$ cat src/rtl/cvm_pkg.sv
`default_nettype none

package cvm_pkg;

  localparam int COORD_W    = 32;
  localparam int SIZE_W     = 14;
  localparam int PROD_W     = COORD_W + 1 + SIZE_W;
  localparam int LANES      = 3;
  localparam int DIV_STAGES = COORD_W;

  localparam int LANE_X = 0;
  localparam int LANE_Y = 1;
  localparam int LANE_Z = 2;

  localparam int IN_DATA_W  = 4 * COORD_W;
  localparam int OUT_DATA_W = LANES * COORD_W;
  localparam int OUT_USER_W = 2;

  localparam int REG_ADDR_W = 1;
  localparam logic [REG_ADDR_W-1:0] REG_SCREEN_WIDTH  = 1'd0;
  localparam logic [REG_ADDR_W-1:0] REG_SCREEN_HEIGHT = 1'd1;

  localparam logic [SIZE_W-1:0] WIDTH_RESET  = 14'd800;
  localparam logic [SIZE_W-1:0] HEIGHT_RESET = 14'd600;

  localparam logic [COORD_W-1:0] SAT_POS = 32'h7FFF_FFFF;
  localparam logic [COORD_W-1:0] SAT_NEG = 32'h8000_0000;

  typedef struct packed {
    logic               in_vol;
    logic               wzero;
    logic [LANES-1:0]   neg;
    logic [LANES-1:0]   ovf;
  } cvm_side_t;

  typedef struct packed {
    logic [COORD_W-1:0] rem;
    logic [COORD_W-1:0] num;
    logic [COORD_W-1:0] quo;
  } cvm_lane_t;

  typedef struct packed {
    cvm_side_t                side;
    logic [COORD_W-1:0]       divisor;
    cvm_lane_t [LANES-1:0]    lane;
  } cvm_div_t;

endpackage

`default_nettype wire

$ cat src/rtl/cvm_div_stage.sv
`default_nettype none

module cvm_div_stage (
  input  wire logic              clk,
  input  wire logic              rst,
  input  wire logic              en,
  input  wire logic              in_valid,
  input  wire cvm_pkg::cvm_div_t in_data,
  output logic                   out_valid,
  output cvm_pkg::cvm_div_t      out_data
);
  import cvm_pkg::*;

  logic [COORD_W:0] trial [LANES];
  logic [COORD_W:0] diff  [LANES];
  cvm_div_t         step_next;

  // one restoring step per lane: bring in the next dividend bit
  always_comb begin
    step_next = in_data;
    for (int i = 0; i < LANES; i++) begin
      trial[i] = {in_data.lane[i].rem, in_data.lane[i].num[COORD_W-1]};
      diff[i]  = trial[i] - {1'b0, in_data.divisor};
      step_next.lane[i].rem = diff[i][COORD_W] ? trial[i][COORD_W-1:0]
                                               : diff[i][COORD_W-1:0];
      step_next.lane[i].num = {in_data.lane[i].num[COORD_W-2:0], 1'b0};
      step_next.lane[i].quo = {in_data.lane[i].quo[COORD_W-2:0], !diff[i][COORD_W]};
    end
  end

  always_ff @(posedge clk) begin
    if (rst) begin
      out_valid <= 1'b0;
    end else if (en) begin
      out_valid <= in_valid;
    end
  end

  always_ff @(posedge clk) begin
    if (en) begin
      out_data <= step_next;
    end
  end

endmodule

`default_nettype wire

$ cat config.mk
export PLATFORM = sky130hd
export DESIGN_NAME = cvm_div_stage
export DESIGN_NICKNAME = d
export VERILOG_FILES = /design/src/rtl/cvm_pkg.sv /design/src/rtl/cvm_div_stage.sv
export SDC_FILE = /design/constraint.sdc
export NUM_CORES = 1
export LEC_CHECK = 0
export BUFFER_PORTS_ARGS = -buffer_cell sky130_fd_sc_hd__buf_4
export CORE_AREA = 4 4 252 254
export CTS_CLUSTER_DIAMETER = 150
export DETAILED_ROUTE_END_ITERATION = 16
export DIE_AREA = 0 0 256 258
export PLACE_DENSITY = 0.6
export SYNTH_ARGS = -nofsm -noshare
export SYNTH_HDL_FRONTEND = slang
export SYNTH_SLANG_ARGS = --single-unit
$ cat constraint.sdc
create_clock -name clk -period 10.37 [get_ports clk]
set_input_delay 0.5185 -clock clk [delete_from_list [all_inputs] [get_ports clk]]
set_output_delay 0.5185 -clock clk [all_outputs]
set_load 0.01 [all_outputs]
==> metrics <==
chip width=256 microns; row count=91; # Post-CTS Setup Buffers=0; sequential-to-total area share from yosys stat=60.81%; Sink Count=326; CTS tree=done; Hold Fails Final Rpt=0; cts-stage hold buffer count=0; grt met3 use=6.678%; fin worst setup slack=6238 ps; WL/cell=26.15 microns; Clock Tree Buf Depth=3; DP Area=21,890 sq um; Placeable Area=61,260 sq um; max-cap violations=0; internal power=3.006 mW; pre-CTS WS=5641 ps; placed insts=2,583; drt total wl=69.63 mm; GRT met2 Usage=37.08%; Mapped Area=16,080 sq um; IO Port Bufs=654; crit start category=input pin; Synth top area share=60.69%; hold_sp=rst; number of synthesized flops with an enable pin=325; WHS Path Cells=2; capturing point of the worst reg2reg path=out_valid$_SDFFE_PP0P_; Slew Limit Fails=0; Most used DFF post-synth=edfxtp_1; Comb power frac=22.9%; met1 Use GR=22.02%; Clk pwr share=36.8%; setup TNS=0 ps; top cells by count, synth=edfxtp_1 (325), ha_1 (96), a21oi_1 (87), mux2_2 (63); routed via count=12,739; CP Max Fanout=37; clock slew at reported path FFs=60 ps; HP Class=input pin to register; total leakage power=10.01 nW; Initial Util=26.25%; DR pass1 iterations=5; clk_lat worst skew=550 ps; Post-DP HPWL=56.81 mm; top cells by area in the synthesized netlist=edfxtp_1 (61%), ha_1 (7.5%), mux2_2 (4.4%); clock skew=0 ps; part of the cycle the worst path needs=39.84%; RSZ-0062 raised after global routing=no; Slew headroom=32.74%; WS Path Type=input pin to register; share of cells above drive strength 1=43.07%; CP required=10,680 ps; Slew @ Worst Pin=1009 ps; Critical Path AT=4440 ps; Most Crowded Layer GR=met2; number of antenna violations at the first check in global routing=15; CTS HTree Levels=2; number of routed nets with antenna violations=0; Worst VDD drop=0.00009672 V; GRT Util Overall=20.02%; GPL Wtd Cong=0.8919; asr flop ratio synth=0%; Resized cells post-CTS=0; vias in the first global route=12,904; reg2reg path depth=2; Synth cell types=74; Num CTS Buffers=42; Syn-to-layout area delta=45.10%; die area=66,050 sq um; Die Y=258 microns; Hold EP=out_valid$_SDFFE_PP0P_; vias per cell=4.784; Pwr Density=177.6 nW/um^2; Max Clock Freq=242.0 MHz; Initial DRC Count=652; Yosys warning total=0; Nets=2,268; fin area=23,330 sq um; crit path time final=4132 ps; # setup viols final=0; worst r2r src=out_valid$_SDFFE_PP0P_; area leader, netlist=edfxtp_1; status=complete, no violations; Sw Share=27.48%; Reg power frac=40.2%; nature of the critical path endpoint=register; first-pass GRT wire length=96.46 mm; residual DRC count=0; largest net degree at the start of global routing=152; r2r setup slk=9780 ps; Mapped Avg Cell Area=13.83 sq um; Net Switching=1.139 mW; number of synthesized register bits=326; IO Pins=661; Congestion Overflow GR=0; Final Non-Filler Cells=2,663; Syn Inst Count=1,163; CTS root buffer=clkbuf_16; top-count cell post-synth=edfxtp_1
critical path, stage by stage:
cell,delay (ps)
buf_4,130
ha_1,220
fa_1,440
nand2b_1,200
a21oi_1,530
o211ai_2,240
a2111oi_4,530
nor4_2,150
o31ai_4,360
xor2_4,160
buf_4,490
mux2_2,410
through the flow:
step / power (mW) / hold WS (ps) / util [%]
after global routing: 4.328 / 85.34 / 38.08
final: 4.145 / 113.1 / 38.09
after floorplan: 2.147 / 527.9 / -
after CTS: 4.208 / 70.12 / 38.08
after detailed placement: 2.653 / 491.9 / 35.74
after global placement: 2.645 / 481.2 / 35.74
sequential cells by signal, indices dropped and copies added (netlist names):
signal / count
out_data: 325
out_valid: 1
routing by layer:
| layer | vias up | share of wire (%) |
|---|---|---|
| li1 | 5829 | - |
| met2 | 430 | 53 |
| met5 | - | 0.16 |
| met3 | 94 | 7.1 |
| met4 | 18 | 2.6 |
| met1 | 6368 | 37 |
cell type report:
class | instances | area [sq um]
tap | 790 | 988.4
inverter | 52 | 195.2
clock buffer | 53 | 1134
timing repair buffer | 660 | 4975
fill | 5945 | 37920
antenna | 4 | 10.01
sequential | 326 | 9779
multi-input combinational | 755 | 5956
clock inverter | 23 | 297.8
worst max-delay path by stage:
stage | startpoint | endpoint | slack [ps] | cells past startpoint
final | in_data[288] | out_data[162]$_DFFE_PP_ | 6240 | 12
after global routing | in_data[288] | out_data[162]$_DFFE_PP_ | 6110 | 12
after CTS | in_data[288] | out_data[162]$_DFFE_PP_ | 6240 | 12
after detailed placement | in_data[288] | out_data[162]$_DFFE_PP_ | 5640 | 12
after global placement | in_data[288] | out_data[162]$_DFFE_PP_ | 5700 | 12
after floorplan | in_data[159] | out_data[186]$_DFFE_PP_ | 6770 | 12
layout by cell type, fill, tap and decap left out, types with 7 or more instances in the layout:
| cell type | n |
|---|---|
| ha_1 | 96 |
| o21a_1 | 11 |
| nand3_1 | 14 |
| nor3_1 | 7 |
| nand2b_1 | 12 |
| o211ai_1 | 12 |
| mux2_1 | 23 |
| nor2b_1 | 9 |
| nor2_1 | 48 |
| clkbuf_16 | 43 |
| and3_1 | 11 |
| buf_4 | 658 |
| mux2i_1 | 7 |
| a21oi_1 | 87 |
| mux2_2 | 63 |
| xnor2_1 | 54 |
| and2_1 | 7 |
| edfxtp_1 | 325 |
| nand2_1 | 54 |
| a31oi_1 | 12 |
| o21ai_0 | 44 |
| a21o_1 | 50 |
| a211oi_1 | 8 |
| nand4_1 | 9 |
| clkbuf_1 | 8 |
| xor2_1 | 30 |
| inv_1 | 52 |
cell families (layout without fill, tap and decap cells):
logic type | count (synthesis) | count (layout) | synth area share [%]
buffers and inverters | 84 | 788 | 2.342
adder cells (fa/ha/maj) | 99 | 99 | 7.843
AND/OR/NAND/NOR | 190 | 190 | 5.827
AO/OA/AOI/OAI | 283 | 283 | 11.75
multiplexers | 93 | 93 | 6.458
other | 1 | 7 | 0.02332
flip-flops | 326 | 326 | 60.81
XOR/XNOR | 87 | 87 | 4.948
power by group through the flow:
stage               Sequential (mW)  Combinational (mW)  Clock [mW]
floorplan                      1.76               0.386           0
global placement               1.69               0.951           0
detailed placement             1.69               0.959           0
CTS                            1.67               0.965        1.57
global route                   1.68                1.02        1.63
finish                         1.67               0.951        1.53
No activity file was read; power rests on OpenSTA's default activity.
