[src/rtl/cvm_pkg.sv]
`default_nettype none

package cvm_pkg;

  localparam int COORD_W    = 32;
  localparam int SIZE_W     = 14;
  localparam int PROD_W     = COORD_W + 1 + SIZE_W;
  localparam int LANES      = 3;
  localparam int DIV_STAGES = COORD_W;

  localparam int LANE_X = 0;
  localparam int LANE_Y = 1;
  localparam int LANE_Z = 2;

  localparam int IN_DATA_W  = 4 * COORD_W;
  localparam int OUT_DATA_W = LANES * COORD_W;
  localparam int OUT_USER_W = 2;

  localparam int REG_ADDR_W = 1;
  localparam logic [REG_ADDR_W-1:0] REG_SCREEN_WIDTH  = 1'd0;
  localparam logic [REG_ADDR_W-1:0] REG_SCREEN_HEIGHT = 1'd1;

  localparam logic [SIZE_W-1:0] WIDTH_RESET  = 14'd800;
  localparam logic [SIZE_W-1:0] HEIGHT_RESET = 14'd600;

  localparam logic [COORD_W-1:0] SAT_POS = 32'h7FFF_FFFF;
  localparam logic [COORD_W-1:0] SAT_NEG = 32'h8000_0000;

  typedef struct packed {
    logic               in_vol;
    logic               wzero;
    logic [LANES-1:0]   neg;
    logic [LANES-1:0]   ovf;
  } cvm_side_t;

  typedef struct packed {
    logic [COORD_W-1:0] rem;
    logic [COORD_W-1:0] num;
    logic [COORD_W-1:0] quo;
  } cvm_lane_t;

  typedef struct packed {
    cvm_side_t                side;
    logic [COORD_W-1:0]       divisor;
    cvm_lane_t [LANES-1:0]    lane;
  } cvm_div_t;

endpackage

`default_nettype wire

[src/rtl/cvm_front.sv]
`default_nettype none

module cvm_front #(
  parameter int FRAC_BITS = 16
) (
  input  wire logic                                clk,
  input  wire logic                                rst,
  input  wire logic                                en,
  input  wire logic                                in_valid,
  input  wire logic signed [cvm_pkg::COORD_W-1:0]  clip_x,
  input  wire logic signed [cvm_pkg::COORD_W-1:0]  clip_y,
  input  wire logic signed [cvm_pkg::COORD_W-1:0]  clip_z,
  input  wire logic signed [cvm_pkg::COORD_W-1:0]  clip_w,
  input  wire logic        [cvm_pkg::SIZE_W-1:0]   screen_width,
  input  wire logic        [cvm_pkg::SIZE_W-1:0]   screen_height,
  output logic                                     out_valid,
  output cvm_pkg::cvm_div_t                        out_data
);
  import cvm_pkg::*;

  localparam int NUM_W  = PROD_W + FRAC_BITS;
  localparam int HIGH_W = NUM_W - COORD_W;

  // stage A: range test, sums, magnitudes of z and w
  logic signed [COORD_W:0] x_e, y_e, z_e, w_e, nw_e;
  logic signed [COORD_W:0] sum_x_next, sum_y_next;
  logic                    inside_next;
  logic [LANES-1:0]        neg_next;

  logic                    a_valid;
  logic signed [COORD_W:0] a_sum_x, a_sum_y;
  logic [COORD_W-1:0]      a_z_mag, a_w_mag;
  logic                    a_inside, a_wzero;
  logic [LANES-1:0]        a_neg;

  always_comb begin
    x_e  = {clip_x[COORD_W-1], clip_x};
    y_e  = {clip_y[COORD_W-1], clip_y};
    z_e  = {clip_z[COORD_W-1], clip_z};
    w_e  = {clip_w[COORD_W-1], clip_w};
    nw_e = -w_e;
    inside_next = !clip_z[COORD_W-1] && (z_e <= w_e) && (x_e >= nw_e) && (x_e <= w_e)
                  && (y_e >= nw_e) && (y_e <= w_e);
    sum_x_next = x_e + w_e;
    sum_y_next = w_e - y_e;
    neg_next[LANE_X] = sum_x_next[COORD_W] ^ clip_w[COORD_W-1];
    neg_next[LANE_Y] = sum_y_next[COORD_W] ^ clip_w[COORD_W-1];
    neg_next[LANE_Z] = clip_z[COORD_W-1] ^ clip_w[COORD_W-1];
  end

  always_ff @(posedge clk) begin
    if (rst) begin
      a_valid <= 1'b0;
    end else if (en) begin
      a_valid <= in_valid;
    end
  end

  always_ff @(posedge clk) begin
    if (en) begin
      a_sum_x  <= sum_x_next;
      a_sum_y  <= sum_y_next;
      a_z_mag  <= clip_z[COORD_W-1] ? (COORD_W'(0) - clip_z) : clip_z;
      a_w_mag  <= clip_w[COORD_W-1] ? (COORD_W'(0) - clip_w) : clip_w;
      a_inside <= inside_next;
      a_wzero  <= (clip_w == '0);
      a_neg    <= neg_next;
    end
  end

  // stage B: scale by viewport size
  logic [COORD_W:0]   mag_x, mag_y;
  logic               b_valid;
  logic [PROD_W-1:0]  b_prod_x, b_prod_y;
  logic [COORD_W-1:0] b_z_mag, b_w_mag;
  logic               b_inside, b_wzero;
  logic [LANES-1:0]   b_neg;

  always_comb begin
    mag_x = a_sum_x[COORD_W] ? ((COORD_W + 1)'(0) - a_sum_x) : a_sum_x;
    mag_y = a_sum_y[COORD_W] ? ((COORD_W + 1)'(0) - a_sum_y) : a_sum_y;
  end

  always_ff @(posedge clk) begin
    if (rst) begin
      b_valid <= 1'b0;
    end else if (en) begin
      b_valid <= a_valid;
    end
  end

  always_ff @(posedge clk) begin
    if (en) begin
      b_prod_x <= PROD_W'(mag_x) * PROD_W'(screen_width);
      b_prod_y <= PROD_W'(mag_y) * PROD_W'(screen_height);
      b_z_mag  <= a_z_mag;
      b_w_mag  <= a_w_mag;
      b_inside <= a_inside;
      b_wzero  <= a_wzero;
      b_neg    <= a_neg;
    end
  end

  // stage C: dividend alignment, overflow check, first partial remainder
  logic [NUM_W-1:0]  num   [LANES];
  logic [HIGH_W-1:0] high  [LANES];
  cvm_div_t          c_next;

  always_comb begin
    num[LANE_X] = NUM_W'(b_prod_x) << (FRAC_BITS - 1);
    num[LANE_Y] = NUM_W'(b_prod_y) << (FRAC_BITS - 1);
    num[LANE_Z] = NUM_W'(b_z_mag) << FRAC_BITS;
    c_next.side.in_vol = b_inside;
    c_next.side.wzero  = b_wzero;
    c_next.side.neg    = b_neg;
    c_next.divisor     = b_w_mag;
    for (int i = 0; i < LANES; i++) begin
      high[i] = num[i][NUM_W-1:COORD_W];
      c_next.side.ovf[i] = NUM_W'(high[i]) >= NUM_W'(b_w_mag);
      c_next.lane[i].rem = c_next.side.ovf[i] ? '0 : COORD_W'(high[i]);
      c_next.lane[i].num = num[i][COORD_W-1:0];
      c_next.lane[i].quo = '0;
    end
  end

  always_ff @(posedge clk) begin
    if (rst) begin
      out_valid <= 1'b0;
    end else if (en) begin
      out_valid <= b_valid;
    end
  end

  always_ff @(posedge clk) begin
    if (en) begin
      out_data <= c_next;
    end
  end

endmodule

`default_nettype wire

[config.mk]
export PLATFORM = sky130hd
export DESIGN_NAME = cvm_front
export DESIGN_NICKNAME = d
export VERILOG_FILES = /design/src/rtl/cvm_pkg.sv /design/src/rtl/cvm_front.sv
export SDC_FILE = /design/constraint.sdc
export NUM_CORES = 2
export LEC_CHECK = 0
export ABC_AREA = 0
export BUFFER_PORTS_ARGS = -buffer_cell sky130_fd_sc_hd__buf_2
export CORE_ASPECT_RATIO = 1.4
export CORE_MARGIN = 4
export CORE_UTILIZATION = 34
export CTS_CLUSTER_DIAMETER = 50
export DETAILED_ROUTE_END_ITERATION = 10
export GPL_TIMING_DRIVEN = 0
export PLACE_DENSITY = 0.58
export SETUP_SLACK_MARGIN = 0.5
export SLEW_MARGIN = 20
export SYNTH_ARGS = -nofsm -noshare
export SYNTH_HDL_FRONTEND = slang
export SYNTH_SLANG_ARGS = --single-unit
[constraint.sdc]
create_clock -name clk -period 11.75 [get_ports clk]
set_input_delay 2.35 -clock clk [delete_from_list [all_inputs] [get_ports clk]]
set_output_delay 2.35 -clock clk [all_outputs]
set_load 0.02 [all_outputs]
==> metrics.cfg <==
[floorplanning]
fp.coreArea_sq_um=162500
dieArea_sq_um=170200
pin_count=489
dieWidth_microns=349.8
initial_utilization_pct=34.23
die_h_microns=486.6
row_count=175

[route]
drt-total-wl_microns=189800
routed_via_density=5.004
via_count=41665
wl_per_cell_microns=22.79
initialDrtViolationCount=2873
route.detailed.drc=0
ant_nets=0
dr.pass1.iters=7

[timing]
post-route-min-period_ns=10.70
tns_ns=0
slew_viol_final=0
worst_slew_pin_slew_ns=1.097
hold_viol=0
slew_headroom_pct=26.34
fmax_mhz=93.45
skew_ns=0.05325
period_share_pct=91.07
rsz0062_at_grt=no
setup_viol=0

[yosys]
synthFlopType=edfxtp_1
synth-seq-cells=467
yosysTopAreaCellShare_pct=26.63
syn_area_per_cell_sq_um=9.973
synthTopCellsByCount=inv_1 (890), fa_1 (740), nand2_1 (660), ha_1 (496), and2_1 (487)
ys_types=83
synth_top_area_cell=fa_1
mappedNetlistArea_sq_um=55620
yosysWarningCount=0
ys_top_cells_by_area=fa_1 (27%), edfxtp_1 (25%), ha_1 (11%), inv_1 (6.0%), and2_1 (5.5%)
async_reset_ff_share_pct=0
synth_seq_area_share_pct=25.16
synthCells=5577
yosysMostFrequentCell=inv_1
synth-edff-count=464

[grt]
grt_pass1_wl_microns=279700
first_global_vias=43650
overflow=0
grt_max_degree=95
antenna_found_initial=52
track_usage_pct=22.25

[setup_path]
worst_ep_arrival_time_ns=11.12
crit_required_ns=12.17
crit_buf_inv=7
cp_max_fo=10
path_class=reg -> reg
critPathMaxStageDelay_ns=0.77
critical_path.startpoint_type=flip-flop
crit_top_cell=fa_1
endpoint_kind=flip-flop
path_delay_family=adder cells
cp_slowest_cell=o21ai_0

[clock_tree]
postCtsHoldBufs=0
cts_tree=yes
ctsResizeCount=0
clkSlewWorstSetupHoldPaths_ns=0.07
clock-sinks=467
post-cts-setup-buffer-count=0
cts_root_buf=clkbuf_16
clk_path_buf_depth=3
clock_latency_ns=0.70
cts_buffers=60
h-tree-depth=2

[cells_and_area]
area.sequential_sq_um=13990
layout-drive-gt1-share_pct=10.29
nNetsFinal=7525
multi_input_area_sq_um=36970
syn_to_final_growth_pct=13.08
fillCellCount=16254

[worst_hold_path]
hold_path_class=reg -> reg

[placement]
io_buffers=324
dp_hpwl_microns=162200
gp_congestion=0.9633

[run]
drv_cap=0

[outcome]
status=finished clean

-- kinds of logic after synthesis --
| kind of cell | Yosys count | synth area share, % |
|---|---|---|
| fa+ha+maj | 1236 | 37.79 |
| mux | 7 | 0.1282 |
| simple gates | 1643 | 14.89 |
| compound gates | 679 | 7.910 |
| buf+inv | 1257 | 9.597 |
| xor+xnor | 287 | 4.519 |
| other cells | 1 | 0.006742 |
| flops | 467 | 25.16 |
-- flip-flops by register name (all words and copies together) (netlist names) --
name       flops
out_data     166
b_prod_x      47
b_prod_y      47
a_sum_x       33
a_sum_y       33
a_w_mag       32
a_z_mag       32
b_w_mag       32
b_z_mag       32
a_neg          3
b_neg          3
a_inside       1
a_valid        1
a_wzero        1
b_inside       1
b_valid        1
b_wzero        1
out_valid      1
-- final cells by class --
cell class | instances | share of cell area, %
buffer | 366 | 3.169
timing repair buffer | 329 | 2.813
sequential | 467 | 22.25
clock inverter | 44 | 0.9171
multi-input combinational | 4014 | 58.78
tap | 2124 | 4.225
inverter | 891 | 5.318
antenna | 23 | 0.09151
clock buffer | 69 | 2.441
-- routing by layer --
layer	vias to the layer above	part of all wire [%]	track usage (%)
li1	18891	-	-
met1	20709	39	27.37
met2	1637	47	37.61
met3	402	7.9	4.232
met4	26	5.5	10.54
met5	-	0.075	0
-- cells in the final DEF (no fill, tap or decap), types with 8 or more instances in the layout --
cell	synthesis	routed
buf_2	3	326
fa_1	740	740
inv_6	0	9
xnor2_1	232	224
or3_1	21	21
nor2b_1	29	29
conb_1	1	162
nor3_1	55	55
clkbuf_1	196	205
and4_1	9	9
a211oi_1	25	25
o211ai_1	15	15
nor4_1	29	28
a21oi_1	190	190
o21bai_1	26	26
nand3_1	40	40
o21a_1	29	29
a21o_1	106	106
diode_2	0	23
o21ai_0	134	132
xnor2_2	0	8
or4_1	19	19
nand4_1	55	55
a2111oi_0	10	10
o41ai_1	14	13
nand2b_1	37	37
nand2_1	660	660
or2_2	11	11
and2_1	487	487
a31oi_1	26	26
o31ai_1	36	36
buf_4	162	162
edfxtp_1	464	464
inv_1	890	890
clkbuf_16	0	60
xor2_1	55	55
ha_1	496	496
nor2_1	141	141
and3_1	18	18
-- through the flow --
step	std cells	hold WS (ns)	instance area, sq um	utilization (%)	setup WS [ns]
6_report	8327	0.4099	62890	38.71	1.050
5_1_grt	8307	0.4173	62840	38.68	0.6832
4_1_cts	8304	0.4091	62830	38.67	1.125
3_5_place_dp	8191	0.4045	60720	37.37	1.220
3_3_place_gp	8186	0.4020	60500	37.24	1.134
2_1_floorplan	5738	0.4003	56220	-	3.211
-- final timing paths --
kind / slack [ns] / endpoint / start / depth (start not counted)
max: 1.05 / b_prod_x[42] / a_sum_x[0] / 31
min: 0.41 / b_w_mag[15] / a_w_mag[15] / 0
max reg2reg: 1.05 / b_prod_x[42] / a_sum_x[0] / 31
min reg2reg: 0.41 / b_w_mag[15] / a_w_mag[15] / 0
Power is not shown: default switching activity piles up to over one toggle a cycle in this logic, so the estimate is an artifact.
