`config.mk`:
```
export PLATFORM = sky130hd
export DESIGN_NAME = cvm_back
export DESIGN_NICKNAME = d
export VERILOG_FILES = /design/src/rtl/cvm_pkg.sv /design/src/rtl/cvm_back.sv
export SDC_FILE = /design/constraint.sdc
export NUM_CORES = 1
export LEC_CHECK = 0
export ABC_AREA = 1
export BUFFER_PORTS_ARGS = -buffer_cell sky130_fd_sc_hd__clkbuf_2
export CAP_MARGIN = 5
export CORE_AREA = 2 2 166 168
export DETAILED_ROUTE_END_ITERATION = 10
export DIE_AREA = 0 0 168 170
export PLACE_DENSITY = 0.54
export SLEW_MARGIN = 0
export SYNTH_ARGS = -nofsm -noshare
export SYNTH_HDL_FRONTEND = slang
export SYNTH_SLANG_ARGS = --single-unit
```
`constraint.sdc`:
```
create_clock -name clk -period 3.6 [get_ports clk]
set_input_delay 1.08 -clock clk [delete_from_list [all_inputs] [get_ports clk]]
set_output_delay 1.08 -clock clk [all_outputs]
set_load 0.02 [all_outputs]
```
`src/rtl/cvm_pkg.sv`:
```
`default_nettype none

package cvm_pkg;

  localparam int COORD_W    = 32;
  localparam int SIZE_W     = 14;
  localparam int PROD_W     = COORD_W + 1 + SIZE_W;
  localparam int LANES      = 3;
  localparam int DIV_STAGES = COORD_W;

  localparam int LANE_X = 0;
  localparam int LANE_Y = 1;
  localparam int LANE_Z = 2;

  localparam int IN_DATA_W  = 4 * COORD_W;
  localparam int OUT_DATA_W = LANES * COORD_W;
  localparam int OUT_USER_W = 2;

  localparam int REG_ADDR_W = 1;
  localparam logic [REG_ADDR_W-1:0] REG_SCREEN_WIDTH  = 1'd0;
  localparam logic [REG_ADDR_W-1:0] REG_SCREEN_HEIGHT = 1'd1;

  localparam logic [SIZE_W-1:0] WIDTH_RESET  = 14'd800;
  localparam logic [SIZE_W-1:0] HEIGHT_RESET = 14'd600;

  localparam logic [COORD_W-1:0] SAT_POS = 32'h7FFF_FFFF;
  localparam logic [COORD_W-1:0] SAT_NEG = 32'h8000_0000;

  typedef struct packed {
    logic               in_vol;
    logic               wzero;
    logic [LANES-1:0]   neg;
    logic [LANES-1:0]   ovf;
  } cvm_side_t;

  typedef struct packed {
    logic [COORD_W-1:0] rem;
    logic [COORD_W-1:0] num;
    logic [COORD_W-1:0] quo;
  } cvm_lane_t;

  typedef struct packed {
    cvm_side_t                side;
    logic [COORD_W-1:0]       divisor;
    cvm_lane_t [LANES-1:0]    lane;
  } cvm_div_t;

endpackage

`default_nettype wire

```
`src/rtl/cvm_back.sv`:
```
`default_nettype none

module cvm_back (
  input  wire logic                          clk,
  input  wire logic                          rst,
  input  wire logic                          en,
  input  wire logic                          in_valid,
  input  wire cvm_pkg::cvm_div_t             in_data,
  output logic                               out_valid,
  output logic [cvm_pkg::OUT_DATA_W-1:0]     out_tdata,
  output logic [cvm_pkg::OUT_USER_W-1:0]     out_tuser
);
  import cvm_pkg::*;

  logic [COORD_W-1:0]    res [LANES];
  logic [COORD_W-1:0]    q;
  logic [OUT_DATA_W-1:0] data_next;

  // saturate, apply sign, force zero when w is zero
  always_comb begin
    data_next = '0;
    for (int i = 0; i < LANES; i++) begin
      q = in_data.lane[i].quo;
      if (in_data.side.wzero) begin
        res[i] = '0;
      end else if (in_data.side.neg[i]) begin
        res[i] = (in_data.side.ovf[i] || q[COORD_W-1]) ? SAT_NEG : (COORD_W'(0) - q);
      end else begin
        res[i] = (in_data.side.ovf[i] || q[COORD_W-1]) ? SAT_POS : q;
      end
      data_next[i*COORD_W +: COORD_W] = res[i];
    end
  end

  always_ff @(posedge clk) begin
    if (rst) begin
      out_valid <= 1'b0;
    end else if (en) begin
      out_valid <= in_valid;
    end
  end

  always_ff @(posedge clk) begin
    if (en) begin
      out_tdata <= data_next;
      out_tuser <= {in_data.side.wzero, in_data.side.in_vol};
    end
  end

endmodule

`default_nettype wire

```
==> summary by stage, run 1 <==
Clock network
Counting along the longest clock path gives a buffer depth of 2. The insertion delay of the later-clocked pin in the worst-skew pair is between 0.3 and 0.4 ns. Buffers inserted during clock tree synthesis total 9. The clock slew seen by the registers of the worst setup and hold paths is 0.07 ns. In this run the clock root is driven by a sky130_fd_sc_hd__clkbuf_16. The H-tree depth reported by CTS is 3. The CTS tree is done.

The clock drives 99 sinks. The number of gates given a new drive strength after cts is 0. For this design, the CTS-stage hold fixing added 0 buffers. After clock tree synthesis, the setup repair step added 0 buffers.

Route
Across all layers, the routed design uses 7075 vias. The count of routing violations after the opening detailed-route iteration is 559. The via count normalized by instance count is approximately 4.7.

The number of remaining DRC errors is 0. The average wire per standard cell is 15.81 um. The total length of routed wires is 23810 um. The count of nets left with antenna violations after detail routing is 0. The first TritonRoute pass finished after 5 iterations.

Setup path
The combined buffer and inverter count along the critical path is 2. Counting buffers and inverters, the worst setup path is 10 cells deep. The signal on the critical path passes through clkbuf_2 > inv_1 > ha_1 > nand2_1 > nor2_1 > nand3_1 > nand2_1 > nand2_1 > nor2_1 > nor2_1. STA classifies the critical path endpoint as a flop.

The kind of cell with the highest combined delay on the critical path is simple AND/OR/NAND/NOR gates. The category of the most critical setup path is in2reg. The launching instance or port of the critical path is in_data[96]. The start of the worst register-to-register path is out_valid. STA classifies the critical path startpoint as an input pin. The cell count of the worst reg-to-reg path is 2.

The longest individual stage delay on the worst path is 0.30 ns. The data required time at the worst endpoint is 3.71 ns. The data arrival time at the worst-slack endpoint is 2.57 ns. Of all nets on the critical path, the largest fanout is 12. The library cell contributing the largest single delay on the critical path is sky130_fd_sc_hd__nand2_1.

Synthesis
In the synthesized netlist the async set-or-reset flop fraction comes to 0. After synthesis the netlist holds a flip-flop and latch count of 99. By area the synthesized netlist is led by sky130_fd_sc_hd__edfxtp_1 (43%), sky130_fd_sc_hd__nor2_1 (13%), sky130_fd_sc_hd__nand2_1 (11%). The net count after synthesis is 1299. The number of library cell types mapped by synthesis is between 40 and 50.

The cell count after synthesis came out at ~960. The post-synthesis average cell area is 7.133 sq um. Of the post-synthesis cell area, the dominant cell type holds 0.4279. The sequential area share after synthesis is 0.4309. The dominant synthesized flop cell is sky130_fd_sc_hd__edfxtp_1. In this run the cell area of the synthesized design comes to 6877 sq um. The synthesized design contains just under 100 enable-type register cells. During synthesis, Yosys emitted a total of 0 warnings. The cell type with the largest total area after synthesis is sky130_fd_sc_hd__edfxtp_1.

Die
The total I/O pin count is 431. The core region is 26650 sq um. From bottom edge to top edge, the die measures 170 um. The starting density of the core is 0.2580. The area of the die is 28560 sq um. The standard-cell row count is 60. From left edge to right edge, the die measures 168 um.

Worst hold path
The min-delay analysis places its worst path in the category reg2reg. The worst hold path passes through 2 cells. In this run the most critical hold path is launched from out_valid.

Timing
The share of the clock period used by the worst path is 0.6829. The number of hold violations in the final report is 0. For the final routed database, the setup TNS stands at 0 ns. The tightest slew margin relative to the limit is 0.5828. Timing would allow up to 406.8 MHz. The post-route clock skew is 0 ns. Setup violations remaining at the end of the flow were counted as 0. The max-slew violation total from the final report is 0.

The transition time of the tightest slew-check pin is between 0.6 and 0.7 ns. The smallest clock period supported by the final layout is computed as 2.458 ns. Setup repair after global routing left no endpoint under its margin.

Layout
The multi-input combinational cell area is 3411 sq um. The share of post-route cells with drive strength above 1 is 0.2361. For this run, the post-layout net count is 1495. The sequential cells in the finished layout cover a total of between 2000 and 3000 sq um. From synthesis to final layout, the design area changed by 25.13%. The number of filler instances in the final layout is 2911. Once layout is done, the placed cells without fillers occupy 8605 sq um. The number of diodes added for antenna fixing is 0.

Placed design
The routability congestion estimate is 0.8757. Summing all placed instances gives a cell area of 8287 sq um. The count of input and output buffers is between 200 and 250. The half-perimeter wire length after detailed placement is about 18000 um.

Pwr
Summed over all cells, the static leakage comes to 3.786 nW. The largest voltage drop on the vdd net is 0.1530 mV. The overall power of the completed layout is 3.187 mW.

The power per cell area is approximately 370 nW/um^2.

Global route
The via count of the first global-routing pass is around 6600. Across every metal layer, demand over resource in global routing totals 0.1647. The sum of overflow across all layers after global routing is 0. The first-pass GRT wire length is 36210 um.

The initial antenna violation count is 1. Entering global routing, the biggest net connects 54 pins.

Run
The number of max-capacitance violations reported is 0.

Outcome
The flow ran to the end, and the final reports show no timing, DRC or antenna violations.
## where the power goes
part	leakage, nW	internal [mW]	switching, mW
Clock	0.149	0.612	0.466
Sequential	0.950	1.37	0.0322
Combinational	2.69	0.212	0.493
Total	3.79	2.20	0.990
## metrics by stage
stage               setup slack (ns)  hold WS (ns)    util  std cells
finish                         1.142        0.4941  0.3229       1506
global route                   1.021        0.5553  0.3229       1506
CTS                            1.181        0.5024  0.3229       1506
detailed placement            0.7881        0.4852  0.3109       1490
global placement              0.7838        0.4748  0.3109       1490
floorplan                      1.263        0.5788       -        964
## final cells by class
class                      instances  share of cell area
sequential                        99              0.3443
inverter                          90             0.03926
tap                              341             0.04959
clock inverter                     6             0.01032
multi-input combinational        742              0.3964
clock buffer                      10             0.02661
timing repair buffer             218              0.1335
## path summary, 6_finish.rpt
kind / slack (ns) / to
worst min register to register: 0.49 / out_valid
worst max-delay path: 1.14 / out_tdata[46]
worst max register to register: 3.02 / out_valid
worst min-delay path: 0.49 / out_valid
## tightest hold or removal path, cell delays in order (launching register included)
cell,delay [ns]
sky130_fd_sc_hd__dfxtp_1,0.33
sky130_fd_sc_hd__mux2i_1,0.06
sky130_fd_sc_hd__nor2_1,0.07
## cells in the final DEF (no fill, tap or decap), types with 7 or more instances in the layout
master	instances
sky130_fd_sc_hd__edfxtp_1	98
sky130_fd_sc_hd__nand3_1	70
sky130_fd_sc_hd__nor3_1	27
sky130_fd_sc_hd__nor2_1	243
sky130_fd_sc_hd__o21ai_0	33
sky130_fd_sc_hd__buf_4	11
sky130_fd_sc_hd__nand4_1	20
sky130_fd_sc_hd__inv_1	81
sky130_fd_sc_hd__clkbuf_16	9
sky130_fd_sc_hd__nor2_2	10
sky130_fd_sc_hd__a21oi_1	52
sky130_fd_sc_hd__inv_2	9
sky130_fd_sc_hd__clkbuf_2	205
sky130_fd_sc_hd__o21ai_1	13
sky130_fd_sc_hd__a211oi_1	7
sky130_fd_sc_hd__nand2_1	209
## metal layers
metal	wire length, um	vias to the layer above	track usage
met2	10670	232	0.2655
met4	377	2	0.04839
li1	-	3618	-
met1	11050	3200	0.2189
met5	10	-	0
met3	1699	23	0.04070
## sequential cells by signal, indices dropped and copies added (netlist names)
| name | cells |
|---|---|
| out_tuser | 2 |
| out_tdata | 96 |
| out_valid | 1 |
## Yosys cell counts, drive strengths merged (2+ instances only)
cell      n
nand2   213
ha        3
edfxtp   98
a31oi     5
a21oi    52
a311oi    4
a21boi    2
or2       8
nor2    257
a22oi     4
nor3     27
o21ai    48
clkbuf    7
inv      90
nand4    20
buf      26
a211oi    7
o22ai     3
nand3    77
nor4      6
## cells by family (layout without fill, tap and decap cells)
group	count (synthesis)	after routing	share of synthesized area
flops	99	99	0.4309
fa+ha+maj	3	3	0.005459
simple gates	610	610	0.3843
compound gates	128	128	0.1048
mux	1	1	0.001456
buf+inv	123	324	0.07315
(Power assumes the default switching activity.)
==> run 2: changes to the inputs <==
--- a/config.mk
+++ b/config.mk
@@ -8,10 +8,10 @@
 export ABC_AREA = 1
 export BUFFER_PORTS_ARGS = -buffer_cell sky130_fd_sc_hd__clkbuf_2
 export CAP_MARGIN = 5
-export CORE_AREA = 2 2 166 168
+export CORE_AREA = 2 2 167 169
 export DETAILED_ROUTE_END_ITERATION = 10
-export DIE_AREA = 0 0 168 170
-export PLACE_DENSITY = 0.54
+export DIE_AREA = 0 0 169 171
+export PLACE_DENSITY = 0.53
 export SLEW_MARGIN = 0
 export SYNTH_ARGS = -nofsm -noshare
 export SYNTH_HDL_FRONTEND = slang
==> constraint.sdc (replaced) <==
create_clock -name clk -period 2.5 [get_ports clk]
set_input_delay 0.75 -clock clk [delete_from_list [all_inputs] [get_ports clk]]
set_output_delay 0.75 -clock clk [all_outputs]
set_load 0.02 [all_outputs]
==> summary by stage, run 2 (same netlist as run 1, synthesis figures left out) <==
Die
The vertical die dimension is 171 um (+0.59%). The standard cell core area is 27320 sq um (+2.5%). The die span in x is 169 um (+0.60%). The area of the die was 28900 sq um (+1.2%). The total I/O pin count was 431 (unchanged).

The starting density of the core is 0.2517 (-0.006357). The standard-cell row count came to 61 (+1.7%).

Layout
In the final layout, the registers with the most flip-flops are out_tdata (96), out_tuser (2), out_valid (1). The final cell area excluding filler cells is 8707 sq um (+1.2%). The core occupancy in the finished layout is 0.3187 (-0.004199). In the layout the commonest cells are sky130_fd_sc_hd__nor2_1 (243), sky130_fd_sc_hd__nand2_1 (209), sky130_fd_sc_hd__clkbuf_2 (205). The final instance count without filler cells is 1523 (+1.1%). The flip-flop count of the largest register after layout came to 96 (unchanged).

The library cell used most frequently in the layout, excluding fill and tap cells, is sky130_fd_sc_hd__nor2_1. The number of diodes added for antenna fixing is 0 (unchanged). The share of post-route cells with drive strength above 1 came to 0.2430 (+0.006939). The net total in the final layout is 1507 (+0.80%).

The layout overhead on the synthesized area is 26.62%. Ranked by flip-flop count, first place goes to out_tdata.

Clock network
The number of gates given a new drive strength after cts came to 0 (unchanged). The maximum clock insertion buffer count is 2 (unchanged). The total clock sinks is 99 (unchanged). The number of hold-repair buffers added at the cts stage is 0 (unchanged). The H-tree depth reported by CTS came to 3 (unchanged). The CTS tree is done. The clock slew seen by the registers of the worst setup and hold paths is 0.07 ns (about the same). The number of post-CTS setup repair buffers came to 0 (unchanged).

In this run the clock root is driven by a sky130_fd_sc_hd__clkbuf_16. The insertion delay of the later-clocked pin in the worst-skew pair is 0.36 ns (about the same). The number of CTS-inserted buffers is 9 (unchanged).

Pwr
The switching power of the nets is 1.411 mW (+43%). The switching share of total power came to 0.3145 (+0.003738). The clock share of power was 0.320 (-0.018). The largest voltage drop on the vdd net is 0.2321 mV (+52%). The share of power burned in registers is 0.452 (+0.011). The leakage power total is 3.851 nW (+1.7%).

The overall power of the completed layout came to 4.488 mW (+41%). The internal power summed over all cells is 3.077 mW (+40%). The power per cell area is 515.4 nW/um^2 (+39%). The proportion of power drawn by combinational gates is 0.228 (+0.007).

Setup path
The maximum net fanout on the critical path came to 4 (-8). The data required time at the worst endpoint is 2.61 ns (-1.10 ns). The category of the most critical setup path is in2reg. The library cell contributing the largest single delay on the critical path is sky130_fd_sc_hd__ha_1. The combined buffer and inverter count along the critical path is 3 (+1). The longest individual stage delay on the worst path came to 0.19 ns (-0.11 ns). The worst setup path is captured at a flop. Walking the worst path, the cells encountered are clkbuf_2 > inv_1 > ha_1 > inv_1 > nor2_1 > nand3_1 > nand2_1 > nand3_1 > nor2_1 > nand3_1 > nand2_1 > nor2_1.

The kind of start point of the critical path is an input pin. The data arrival time at the worst-slack endpoint is 2.11 ns (-0.46 ns). On the critical path the largest part of the delay comes from simple AND/OR/NAND/NOR gates.

Timing
Derived from the worst setup path, the maximum achievable clock frequency is between 500 and 600 MHz. The number of hold violations in the final report is 0 (unchanged). The share of the clock period used by the worst path is 0.7985. The tightest slew margin relative to the limit is 0.7010 (+0.1182). The post-route clock skew is 0 ns (unchanged).

The transition time of the tightest slew-check pin came to 0.4479 ns (-0.1779 ns). The worst setup margin is 0.5038 ns (-0.6377 ns). The setup TNS is 0 ns (unchanged).

The final worst hold slack is 0.5033 ns (+0.009137 ns). The final setup violation count is 0 (unchanged). The max-slew violation total from the final report is 0 (unchanged). Setup repair after global routing left no endpoint under its margin. The clock period minus worst slack is about 2.0 ns.

Route
The via count normalized by instance count came to 4.708 (+0.21%). The count of nets left with antenna violations after detail routing is 0 (unchanged). The count of routing violations after the opening detailed-route iteration is 633 (+13%). The number of detailed-routing iterations run before antenna repair is 5 (unchanged). The number of remaining DRC errors is 0 (unchanged). The average wire per standard cell is 15.24 um (-3.6%). The total length of routed wires came to 23200 um (-2.5%). The routed via count is 7170 (+1.3%).

Global route
The pin count of the biggest net entering global routing came to 41 (-24%). The initial antenna violation count is 0 (-1). The first-pass GRT wire length is 35580 um (-1.8%).

The via count of the first global-routing pass is 6690 (+1.7%). The global-route usage over all layers is 0.1594 (-0.005315). The sum of overflow across all layers after global routing is 0 (unchanged).

Placed design
The cell count after placement is 1507 (+1.1%). The half-perimeter wire length after detailed placement is 18210 um (-1.2%). The count of input and output buffers is 206 (unchanged). The placed standard-cell area came to 8421 sq um (+1.6%). The routability congestion estimate is 0.9094 (+3.8%). The setup slack at placement was 0.1499 ns (-0.6383 ns).

Worst hold path
The worst min-delay path category is reg2reg.

Run
The number of max-capacitance violations reported was 0 (unchanged).

Outcome
The flow ran to the end, and the final reports show no timing, DRC or antenna violations.
[run 2: changes by cell type in the layout (fill, tap and decap cells not counted), sizes merged]
cell | previous run | this run
clkinvlp | 2 | 0
inv | 91 | 90
bufinv | 2 | 1
clkinv | 1 | 4
buf | 13 | 25
clkbuf | 215 | 216
[run 2: final cells by class]
class | instances | area [sq um]
clock inverters | 5 | 53.80
inverters | 90 | 337.8
multi-input cells | 742 | 3411
clock buffers | 11 | 232.7
repair buffers | 230 | 1276
flip-flops and latches | 99 | 2963
well taps | 346 | 432.9
fillers | 2946 | 18620
[run 2: power by group through the flow]
stage / Sequential [mW] / Clock [mW] / Combinational [mW]
after detailed placement: 2.06 / 0 / 1.02
after CTS: 2.03 / 1.46 / 1.03
after global routing: 2.04 / 1.52 / 1.13
after global placement: 2.07 / 0 / 1.02
final: 2.03 / 1.44 / 1.02
after floorplan: 2.23 / 0 / 0.413
[run 2: layer usage]
layer  global-route usage  part of all wire  up-vias
li1                     -                 -     3635
met1               0.2158              0.46     3240
met2               0.2509              0.45      263
met3              0.03146             0.070       32
met4              0.06206             0.024        0
met5                    0                 0        -
[run 2: worst paths after layout]
check,end,cells after the start,from,slack (ns)
max,out_tdata[52],12,in_data[97],0.50
min,out_valid,2,out_valid,0.50
max reg2reg,out_valid,2,out_valid,1.92
min reg2reg,out_valid,2,out_valid,0.50
[run 2: worst min-delay path, cell delays in order, from the launching register on]
cell and delay [ns]:
sky130_fd_sc_hd__dfxtp_1 0.33, sky130_fd_sc_hd__mux2i_1 0.07, sky130_fd_sc_hd__nor2_1 0.07
==> run 3: changes to the inputs <==
==> constraint.sdc (replaced) <==
create_clock -name clk -period 1.9 [get_ports clk]
set_input_delay 0.57 -clock clk [delete_from_list [all_inputs] [get_ports clk]]
set_output_delay 0.57 -clock clk [all_outputs]
set_load 0.02 [all_outputs]
==> summary by stage, run 3 (same netlist as run 1, synthesis figures left out) <==
Clock network
The buffer cell driving the clock tree root is sky130_fd_sc_hd__clkbuf_16. The number of CTS-inserted buffers is 9 (unchanged). The maximum clock insertion buffer count is 2 (unchanged). The number of hold-repair buffers added at the cts stage was 0 (unchanged). The clock slew seen by the registers of the worst setup and hold paths is 0.07 ns (about the same). The insertion delay of the later-clocked pin in the worst-skew pair is 0.35 ns (about the same).

The H-tree depth reported by CTS is 3 (unchanged). The total clock sinks is 99 (unchanged). TritonCTS built the clock tree.

Timing
The max-slew violation total from the final report was 0 (unchanged). The number of hold violations in the final report is 0 (unchanged). The clock period minus worst slack is between 1.5 and 2 ns. The worst setup margin was 0.1394 ns (-0.3644 ns). Based on the critical path, the design can be clocked at up to 568.0 MHz. In the finished design, the share of the clock period the worst path needs comes to 0.9266. The final setup violation count is 0 (unchanged).

The transition time of the tightest slew-check pin is 0.3438 ns (-0.1041 ns). Setup repair after global routing left no endpoint under its margin. The setup TNS is 0 ns (unchanged). The post-route clock skew is 0 ns (unchanged). The tightest slew margin relative to the limit came to 0.7684 (+0.06739).

Layout
The number of diodes added for antenna fixing is 0 (unchanged). In the layout the commonest cells are sky130_fd_sc_hd__nor2_1 (240), sky130_fd_sc_hd__nand2_1 (209), sky130_fd_sc_hd__clkbuf_2 (205). The most common library cell in the layout ignoring fill and taps is sky130_fd_sc_hd__nor2_1. From synthesis to final layout, the design area changed by 37.86%.

The number of filler instances in the final layout is 2946 (unchanged). The share of post-route cells with drive strength above 1 came to 0.3019 (+0.05890). The register name with the most flops is out_tdata. The net total in the final layout is 1602 (+6.3%). The flip-flop count of the largest register after layout is 96 (unchanged).

The largest registers in the layout are out_tdata (96), out_tuser (2), out_valid (1).

Global route
The first-pass GRT wire length is 36710 um (+3.2%). The initial antenna violation count is 1 (+1). The via count of the first global-routing pass came to 6873 (+2.7%). The pin count of the biggest net entering global routing is 41 (unchanged).

The global-route usage over all layers is 0.1641 (+0.004738). The sum of overflow across all layers after global routing was 0 (unchanged).

Setup path
The cell count of the worst reg-to-reg path came to 2 (unchanged). The category of the most critical setup path is in2reg. The kind of cell with the highest combined delay on the critical path is simple AND/OR/NAND/NOR gates. Traced cell by cell, the critical path runs through clkbuf_2 > inv_1 > ha_1 > nand2_1 > nor2_1 > buf_4 > nand3_1 > a21oi_1 > nor2_1. The data required time at the worst endpoint is 2.00 ns (-0.61 ns). The internal reg-to-reg setup slack is 1.32 ns (-0.60 ns).

The worst setup path endpoint is out_tdata[88]. The most numerous cell type found on the critical path is sky130_fd_sc_hd__nor2_1. The worst setup path is launched from an input pin. The type of element capturing the critical path is a flop. The combined buffer and inverter count along the critical path came to 3 (unchanged). The library cell contributing the largest single delay on the critical path is sky130_fd_sc_hd__nor2_1. The start of the worst register-to-register path is out_valid.

The number of cells on the critical path came to 9 (-3). The launching instance or port of the critical path is in_data[192]. The longest individual stage delay on the worst path is 0.29 ns (+0.10 ns). In this run the critical register-to-register path is captured at out_valid. The maximum net fanout on the critical path was 3 (-1).

The data arrival time at the worst-slack endpoint is 1.86 ns (-0.25 ns).

Pwr
The leakage power total is 4.330 nW (+12%). The power per cell area was 637.1 nW/um^2 (+24%). The largest voltage drop on the vdd net is 0.2967 mV (+28%).

Route
The count of nets left with antenna violations after detail routing came to 0 (unchanged). The count of routing violations after the opening detailed-route iteration is 663 (+4.7%). The total length of routed wires came to 24000 um (+3.4%). The number of detailed-routing iterations run before antenna repair is 5 (unchanged). The average wire per standard cell is 14.83 um (-2.6%). The routed via count is 7535 (+5.1%). The via count normalized by instance count was 4.657 (-1.1%). The number of remaining DRC errors came to 0 (unchanged).

Placed design
The half-perimeter wire length after detailed placement was 19320 um (+6.1%). The setup slack at placement is -0.2104 ns (-0.3603 ns). The count of input and output buffers is 206 (unchanged). The routability congestion estimate is 0.8877 (-2.4%).

Run
The number of max-capacitance violations reported is 0 (unchanged).

Die
The die span in x is 169 um (unchanged). The standard-cell row count came to 61 (unchanged). The total I/O pin count is 431 (unchanged). The vertical die dimension is 171 um (unchanged).

The standard cell core area came to 27320 sq um (unchanged). The starting density of the core was 0.2517 (unchanged). The area of the die was 28900 sq um (unchanged).

Worst hold path
The tightest min-delay check is of the in2reg type.

Outcome
The flow ran to the end, and the final reports show no timing, DRC or antenna violations.
-- run 3: changes by cell type in the layout (fill, tap and decap cells not counted) --
cell                         change
sky130_fd_sc_hd__buf_12          +4
sky130_fd_sc_hd__buf_4          +91
sky130_fd_sc_hd__clkinv_2        -1
sky130_fd_sc_hd__clkinvlp_4      +1
sky130_fd_sc_hd__nor2_1          -3
sky130_fd_sc_hd__nor2_2          +3
-- run 3: repair_timing --
item	in CTS	in global routing
buffers inserted	0	0
setup endpoints to repair	0	2
gates resized for setup	0	3
-- run 3: worst min path at each step --
stage                    from         to  cells after the start
floorplan           out_valid  out_valid                      2
global placement    out_valid  out_valid                      2
detailed placement  out_valid  out_valid                      2
CTS                       rst  out_valid                      2
global route              rst  out_valid                      2
finish                    rst  out_valid                      2
-- run 3: through the flow --
step	area [sq um]	power [mW]	hold WS (ns)	cells	utilization
finish	9480	6.040	0.3683	1618	0.3470
global route	9480	6.337	0.3589	1618	0.3470
CTS	9473	6.101	0.3518	1618	0.3467
detailed placement	9184	4.218	0.5055	1602	0.3361
global placement	9184	4.218	0.4751	1602	0.3361
floorplan	6877	3.474	0.5788	964	-
-- run 3: metal layers --
layer	vias up	GRT usage	wire length, um
li1	3827	-	-
met1	3407	0.2185	10740
met2	271	0.2710	11120
met3	30	0.03262	1732
met4	0	0.04645	410
met5	-	0	0
-- run 3: layout make-up --
type,instances,area (sq um),area share
clock buffer,11,232.7,0.02455
clock inverter,5,56.30,0.005939
inverter,90,337.8,0.03563
multi-input combinational,742,3418,0.3606
sequential,99,2963,0.3125
tap,346,432.9,0.04566
timing repair buffer,325,2039,0.2151
-- run 3: report_power, final --
group	internal [mW]	total [mW]	switching, mW
combinational	0.550	1.50	0.952
clock	1.02	1.87	0.847
sequential	2.60	2.67	0.0667
-- run 3: worst register-to-register path: cells and delay by family, from the launching register on --
| kind | cells | cell delay (ns) |
|---|---|---|
| DFF | 1 | 0.31 |
| muxes | 1 | 0.12 |
| and+or+nand+nor | 1 | 0.05 |
